===== config.mk =====
export PLATFORM = sky130hd
export DESIGN_NAME = wsgt_ctrl
export DESIGN_NICKNAME = d
export VERILOG_FILES = /design/src/rtl/wsgt_pkg.sv /design/src/rtl/wsgt_ctrl.sv
export SDC_FILE = /design/constraint.sdc
export NUM_CORES = 1
export LEC_CHECK = 0
export ABC_AREA = 0
export BUFFER_PORTS_ARGS = -buffer_cell sky130_fd_sc_hd__buf_2
export CORE_MARGIN = 4
export CORE_UTILIZATION = 48
export CTS_CLUSTER_SIZE = 25
export DETAILED_ROUTE_END_ITERATION = 6
export PLACE_DENSITY = 0.85
export SLEW_MARGIN = 20
export SYNTH_ARGS = -nofsm -noshare
export SYNTH_HDL_FRONTEND = slang
export SYNTH_SLANG_ARGS = --single-unit
export TNS_END_PERCENT = 5

===== constraint.sdc =====
create_clock -name clock -period 2.2 [get_ports clock]
set_input_delay 0.11 -clock clock [delete_from_list [all_inputs] [get_ports clock]]
set_output_delay 0.11 -clock clock [all_outputs]
set_load 0.05 [all_outputs]

===== src/rtl/wsgt_pkg.sv =====
// Package for the weighted sampler with guide table.
// Holds sizing constants, opcodes, status codes, scan index and write address codes and the shared struct types.
// No dependencies.
package wsgt_pkg;

   // sizing
   localparam int CAPACITY    = 1024;
   localparam int GUIDE_SIZE  = 128;
   localparam int WEIGHT_BITS = 16;

   localparam int IDX_W  = $clog2(CAPACITY);
   localparam int CNT_W  = $clog2(CAPACITY + 1);
   localparam int SUM_W  = WEIGHT_BITS + IDX_W;
   localparam int GIDX_W = $clog2(GUIDE_SIZE);
   localparam int JT_W   = SUM_W + GIDX_W + 1;
   localparam int WIN_W  = (WEIGHT_BITS < 16) ? WEIGHT_BITS : 16;

   // opcodes
   localparam logic [1:0] OP_ADD    = 2'd0;
   localparam logic [1:0] OP_REMOVE = 2'd1;
   localparam logic [1:0] OP_SAMPLE = 2'd2;
   localparam logic [1:0] OP_NOP    = 2'd3;

   // status codes
   localparam logic [2:0] ST_OK          = 3'd0;
   localparam logic [2:0] ST_ZERO_WEIGHT = 3'd1;
   localparam logic [2:0] ST_NOT_FOUND   = 3'd2;
   localparam logic [2:0] ST_EMPTY       = 3'd3;
   localparam logic [2:0] ST_FULL        = 3'd4;

   // scan index operations
   localparam logic [2:0] IDX_HOLD  = 3'd0;
   localparam logic [2:0] IDX_CLR   = 3'd1;
   localparam logic [2:0] IDX_INC   = 3'd2;
   localparam logic [2:0] IDX_GUIDE = 3'd3;
   localparam logic [2:0] IDX_LAST  = 3'd4;

   // element write address select
   localparam logic [1:0] WA_IDX   = 2'd0;
   localparam logic [1:0] WA_IDXM1 = 2'd1;
   localparam logic [1:0] WA_CNT   = 2'd2;

   typedef struct packed {
      logic [1:0]         opcode;
      logic signed [31:0] key;
      logic [15:0]        weight;
      logic [31:0]        uniform_fraction;
   } req_type;

   typedef struct packed {
      logic signed [31:0] picked_key;
      logic [2:0]         status;
      logic [10:0]        element_count;
   } rsp_type;

   // controller to datapath
   typedef struct packed {
      logic       load_req;
      logic [2:0] idx_op;
      logic       n_inc;
      logic       n_dec;
      logic       acc_clr;
      logic       acc_add;
      logic       total_load;
      logic       guide_clr;
      logic       guide_wr;
      logic       samp_mul;
      logic       elem_we;
      logic [1:0] wa_sel;
      logic       wd_from_ram;
      logic       res_load;
      logic [2:0] res_status;
      logic       res_key_load;
      logic       out_load;
   } cmd_type;

   // datapath to controller
   typedef struct packed {
      logic [1:0] op;
      logic       idx_lt_n;
      logic       key_match;
      logic       n_full;
      logic       n_zero;
      logic       weight_zero;
      logic       guide_adv;
      logic       samp_adv;
      logic       j_last;
      logic       out_free;
   } stat_type;

endpackage


===== src/rtl/wsgt_ctrl.sv =====
// Controller state machine: sequences key search, shift, rebuild, guide build and sampling.
// Depends on wsgt_pkg.
module wsgt_ctrl (
   input  logic               clock,
   input  logic               reset,
   input  logic               req_valid,
   output logic               req_stall,
   input  wsgt_pkg::stat_type st,
   output wsgt_pkg::cmd_type  cmd
);
   import wsgt_pkg::*;

   localparam logic [4:0] S_IDLE   = 5'd0;
   localparam logic [4:0] S_DISP   = 5'd1;
   localparam logic [4:0] S_FD_RD  = 5'd2;
   localparam logic [4:0] S_FD_CMP = 5'd3;
   localparam logic [4:0] S_SH_RD  = 5'd4;
   localparam logic [4:0] S_SH_WR  = 5'd5;
   localparam logic [4:0] S_RB_RD  = 5'd6;
   localparam logic [4:0] S_RB_ACC = 5'd7;
   localparam logic [4:0] S_G_RD   = 5'd8;
   localparam logic [4:0] S_G_CMP  = 5'd9;
   localparam logic [4:0] S_SM_MUL = 5'd10;
   localparam logic [4:0] S_SM_GRD = 5'd11;
   localparam logic [4:0] S_SM_GLD = 5'd12;
   localparam logic [4:0] S_SM_RD  = 5'd13;
   localparam logic [4:0] S_SM_CMP = 5'd14;
   localparam logic [4:0] S_SM_KRD = 5'd15;
   localparam logic [4:0] S_SM_KEY = 5'd16;
   localparam logic [4:0] S_OUT    = 5'd17;

   logic [4:0] state_ff, state_in;

   assign req_stall = state_ff != S_IDLE;

   always_comb begin
      cmd      = '0;
      state_in = state_ff;
      case (state_ff)
         S_IDLE: begin
            if (req_valid) begin
               cmd.load_req = 1'b1;
               cmd.idx_op   = IDX_CLR;
               state_in     = S_DISP;
            end
         end
         S_DISP: begin
            case (st.op)
               OP_ADD: begin
                  if (st.weight_zero) begin
                     cmd.res_load   = 1'b1;
                     cmd.res_status = ST_ZERO_WEIGHT;
                     state_in       = S_OUT;
                  end else begin
                     state_in = S_FD_RD;
                  end
               end
               OP_REMOVE: state_in = S_FD_RD;
               OP_SAMPLE: begin
                  if (st.n_zero) begin
                     cmd.res_load   = 1'b1;
                     cmd.res_status = ST_EMPTY;
                     state_in       = S_OUT;
                  end else begin
                     state_in = S_SM_MUL;
                  end
               end
               default: begin
                  cmd.res_load   = 1'b1;
                  cmd.res_status = ST_OK;
                  state_in       = S_OUT;
               end
            endcase
         end
         // linear key search, reading then comparing each element
         S_FD_RD: begin
            if (st.idx_lt_n) begin
               state_in = S_FD_CMP;
            end else if (st.op == OP_REMOVE) begin
               cmd.res_load   = 1'b1;
               cmd.res_status = ST_NOT_FOUND;
               state_in       = S_OUT;
            end else if (st.n_full) begin
               cmd.res_load   = 1'b1;
               cmd.res_status = ST_FULL;
               state_in       = S_OUT;
            end else begin
               // append new key
               cmd.elem_we    = 1'b1;
               cmd.wa_sel     = WA_CNT;
               cmd.n_inc      = 1'b1;
               cmd.idx_op     = IDX_CLR;
               cmd.acc_clr    = 1'b1;
               cmd.res_load   = 1'b1;
               cmd.res_status = ST_OK;
               state_in       = S_RB_RD;
            end
         end
         S_FD_CMP: begin
            cmd.idx_op = IDX_INC;
            if (!st.key_match) begin
               state_in = S_FD_RD;
            end else if (st.op == OP_REMOVE) begin
               state_in = S_SH_RD;
            end else begin
               // update in place
               cmd.elem_we    = 1'b1;
               cmd.wa_sel     = WA_IDX;
               cmd.idx_op     = IDX_CLR;
               cmd.acc_clr    = 1'b1;
               cmd.res_load   = 1'b1;
               cmd.res_status = ST_OK;
               state_in       = S_RB_RD;
            end
         end
         // close the gap: move element idx down to idx-1
         S_SH_RD: begin
            if (st.idx_lt_n) begin
               state_in = S_SH_WR;
            end else begin
               cmd.n_dec      = 1'b1;
               cmd.idx_op     = IDX_CLR;
               cmd.acc_clr    = 1'b1;
               cmd.res_load   = 1'b1;
               cmd.res_status = ST_OK;
               state_in       = S_RB_RD;
            end
         end
         S_SH_WR: begin
            cmd.elem_we     = 1'b1;
            cmd.wa_sel      = WA_IDXM1;
            cmd.wd_from_ram = 1'b1;
            cmd.idx_op      = IDX_INC;
            state_in        = S_SH_RD;
         end
         // running sums
         S_RB_RD: begin
            if (st.idx_lt_n) begin
               state_in = S_RB_ACC;
            end else begin
               cmd.total_load = 1'b1;
               if (st.n_zero) begin
                  state_in = S_OUT;
               end else begin
                  cmd.idx_op    = IDX_CLR;
                  cmd.guide_clr = 1'b1;
                  state_in      = S_G_RD;
               end
            end
         end
         S_RB_ACC: begin
            cmd.acc_add = 1'b1;
            cmd.idx_op  = IDX_INC;
            state_in    = S_RB_RD;
         end
         // guide table: advance index or emit one entry
         S_G_RD: state_in = S_G_CMP;
         S_G_CMP: begin
            if (st.guide_adv) begin
               cmd.idx_op = IDX_INC;
               state_in   = S_G_RD;
            end else begin
               cmd.guide_wr = 1'b1;
               if (st.j_last) state_in = S_OUT;
            end
         end
         // sampling
         S_SM_MUL: begin
            cmd.samp_mul = 1'b1;
            state_in     = S_SM_GRD;
         end
         S_SM_GRD: state_in = S_SM_GLD;
         S_SM_GLD: begin
            cmd.idx_op = IDX_GUIDE;
            state_in   = S_SM_RD;
         end
         S_SM_RD: state_in = S_SM_CMP;
         S_SM_CMP: begin
            if (st.samp_adv) begin
               cmd.idx_op = IDX_INC;
               state_in   = S_SM_RD;
            end else begin
               if (!st.idx_lt_n) cmd.idx_op = IDX_LAST;
               state_in = S_SM_KRD;
            end
         end
         S_SM_KRD: state_in = S_SM_KEY;
         S_SM_KEY: begin
            cmd.res_key_load = 1'b1;
            state_in         = S_OUT;
         end
         S_OUT: begin
            if (st.out_free) begin
               cmd.out_load = 1'b1;
               state_in     = S_IDLE;
            end
         end
         default: state_in = S_IDLE;
      endcase
   end

   always_ff @(posedge clock) begin
      if (reset) state_ff <= S_IDLE;
      else state_ff <= state_in;
   end
endmodule


==> flow_metrics.py <==
metrics = {
    "sta": {
        "fmax_mhz": 470,
        "fin_crit_sh_pct": 96.6,
        "hold_viol_final": 0,
        "slew_viol_final": 0,
        "rsz0062_at_grt": "no",
        "final-setup-viol-count": 0,
        "tightest_slew_ps": 619,
        "fin_skew_ps": 10.9,
        "relSlewSlack_pct": 57.7,
        "finalCriticalPeriod_ps": 2130,
    },
    "synthesis": {
        "syn_area_per_cell_um2": 6.38,
        "synth_top_cells_by_area": "dfxtp_1 11%, o21ai_0 6.6%, nor2_1 5.8%, nand2_1 4.9%, nand2b_1 4.1%",
        "synth_ff_type": "dfxtp_1",
        "ys_types": 46,
        "ys_seq_area_share_pct": 11.0,
        "postSynth.asyncResetShare_pct": 0,
        "yosysTopAreaCell": "dfxtp_1",
        "netlist.area_leader.share_pct": 11.0,
        "synth-edff-count": 0,
        "netlist_instances": 143,
        "synth.ff_latch_count": 5,
        "synth_fp_nets": 157,
        "syn_area_um2": 912,
        "yosys_warnings": 0,
    },
    "power": {
        "combPwrFrac_pct": 75.1,
        "power.share.sequential_pct": 13.7,
        "p_sw_mw": 0.609,
        "powerDensity_mw_per_mm2": 903,
        "ir_drop_uv": 625,
        "switching_share_pct": 58.6,
        "power_frac_clock_pct": 11.2,
        "leakagePower_nw": 0.525,
        "p_int_mw": 0.431,
    },
    "drt": {
        "detail-route-antenna-nets": 0,
        "vias_per_cell": 6.31,
        "num_vias": 1275,
        "routedWlPerCell_um": 16.0,
        "drtIter0Drc": 85,
        "post-route-drc-count": 0,
        "drt_wl_total_mm": 3.22,
        "firstDrtPassIters": 4,
    },
    "finish": {
        "finish.instance_area_mm2": 0.00115,
        "antenna_cells": 0,
        "mostFrequentLayoutCells": "35 x buf_2, 14 x nor2_1, 12 x nand2_1, 12 x o21ai_0, 9 x inv_1",
        "fin_cells": 202,
        "drive_gt1_share_pct": 29.9,
        "final_common_cell": "buf_2",
        "largest_reg_flops": 5,
        "regMostFlops": "state_ff",
        "largest_registers": "state_ff x5",
        "nets": 192,
        "area_delta_synth_final_pct": 26.3,
    },
    "status": {
        "run_status": "completed",
    },
    "global_routing": {
        "first_global_vias": 1122,
        "antenna_found_initial": 0,
        "grt_max_degree": 21,
        "globalRouteOverflowTotal": 0,
        "grt_use_total_pct": 25.3,
        "grt_pass1_wl_mm": 5.23,
    },
    "critical_path": {
        "endpoint_kind": "primary output",
        "cp.required_ps": 2090,
        "crit_arrival_ps": 2020,
        "worst-r2r-cell-count": 5,
        "crit_type": "flop to primary output",
        "crit_fanout": 8,
        "crit_path_start_kind": "flop",
    },
    "placement": {
        "port_buffers": 36,
        "hpwl_mm": 2.45,
        "dp_cells": 198,
        "place_area_mm2": 0.00112,
        "gp_congestion": 0.908,
    },
    "floorplanning": {
        "rows": 15,
        "dieHeight_um": 51.6,
        "start_util_pct": 51.7,
        "die_area_mm2": 0.00266,
        "core_area_mm2": 0.00176,
        "die_x_um": 51.6,
        "ios": 37,
    },
    "clocking": {
        "cts_setup_buffers": 0,
        "cts_root_buffer": "clkbuf_4",
        "clkLatencyLatePin_ps": 260,
        "clk_pin_slew_ps": 50,
        "cts_tree": "built",
        "cts.sinks": 5,
        "h-tree-depth": 1,
        "cts_buffers": 3,
        "cts_buffer_depth": 2,
        "holdBufCountCts": 0,
    },
    "hold_path": {
        "hp-class": "input port to flop",
        "hold_path_depth": 2,
    },
    "run": {
        "drv_cap": 0,
    },
}
-- worst paths after layout --
| path | end | slack (ps) | from |
|---|---|---|---|
| setup / recovery | cmd[18] | 70 | state_ff[1] |
| hold / removal | state_ff[2] | 80 | reset |
| setup reg to reg | state_ff[4] | 390 | state_ff[3] |
| hold reg to reg | state_ff[2] | 650 | state_ff[2] |
-- routing by layer --
metal / track usage, % / vias up / share of wire (%)
li1: - / 599 / -
met1: 33.0 / 578 / 39
met2: 42.6 / 91 / 50
met3: 2.87 / 7 / 9.6
met4: 9.17 / 0 / 1.2
met5: 0 / - / 0
-- final cells by class --
class                      count  area, um^2
inverter                       9        33.8
timing repair buffer          42         228
clock buffer                   4        26.3
tap                           25        31.3
sequential                     5         101
multi-input combinational    117         732
fill                         172         612
-- timing repair --
action / 4_1_cts / 5_1_grt
gates resized for setup: 1 / 2
setup endpoints to repair: 1 / 4
cloned: 0 / 0
-- stage by stage --
step	hold WS, ps	power, mW	utilization (%)	setup WS, ps	setup TNS (ps)
finish	82.0	1.04	65.3	73.9	0
global placement	358	0.879	63.3	333	0
detailed placement	352	0.902	63.3	214	0
global route	94.2	1.10	65.3	8.37	0
floorplan	179	0.724	-	-155	-361
CTS	86.8	1.02	65.0	21.4	0
-- kinds of logic (layout without fill, tap and decap cells) --
family          after synthesis  after routing  share of synthesized area [%]
simple gates                 74             74                           46.5
compound gates               42             42                           31.4
buf+inv                      21             55                           10.0
flops                         5              5                           11.0
mux                           1              1                           1.10
-- critical path, cell delays in order (launching register included) --
cell and delay (ps):
dfxtp_1 480, nand2b_1 200, or4_1 510, a21o_1 210
nand3_1 80, buf_2 260
-- synth_stat cells, types with 3 or more instances --
library cell	number
o21ai_0	12
clkbuf_1	7
inv_1	9
nand2_1	12
nor3_1	5
nor4b_1	3
nor2_1	14
nand2b_1	6
nor2b_1	5
a21o_1	4
a21oi_1	6
nand3_1	5
dfxtp_1	5
a311oi_1	3
nor4_1	3
buf_2	4
nor3b_1	4
-- power groups by stage --
stage	registers [mW]	logic (mW)	clock network, mW
4_1_cts	0.141	0.765	0.116
5_1_grt	0.145	0.829	0.123
2_1_floorplan	0.126	0.598	0
6_report	0.143	0.781	0.117
3_3_place_gp	0.140	0.739	0
3_5_place_dp	0.142	0.761	0
No activity file was read; power rests on OpenSTA's default activity.
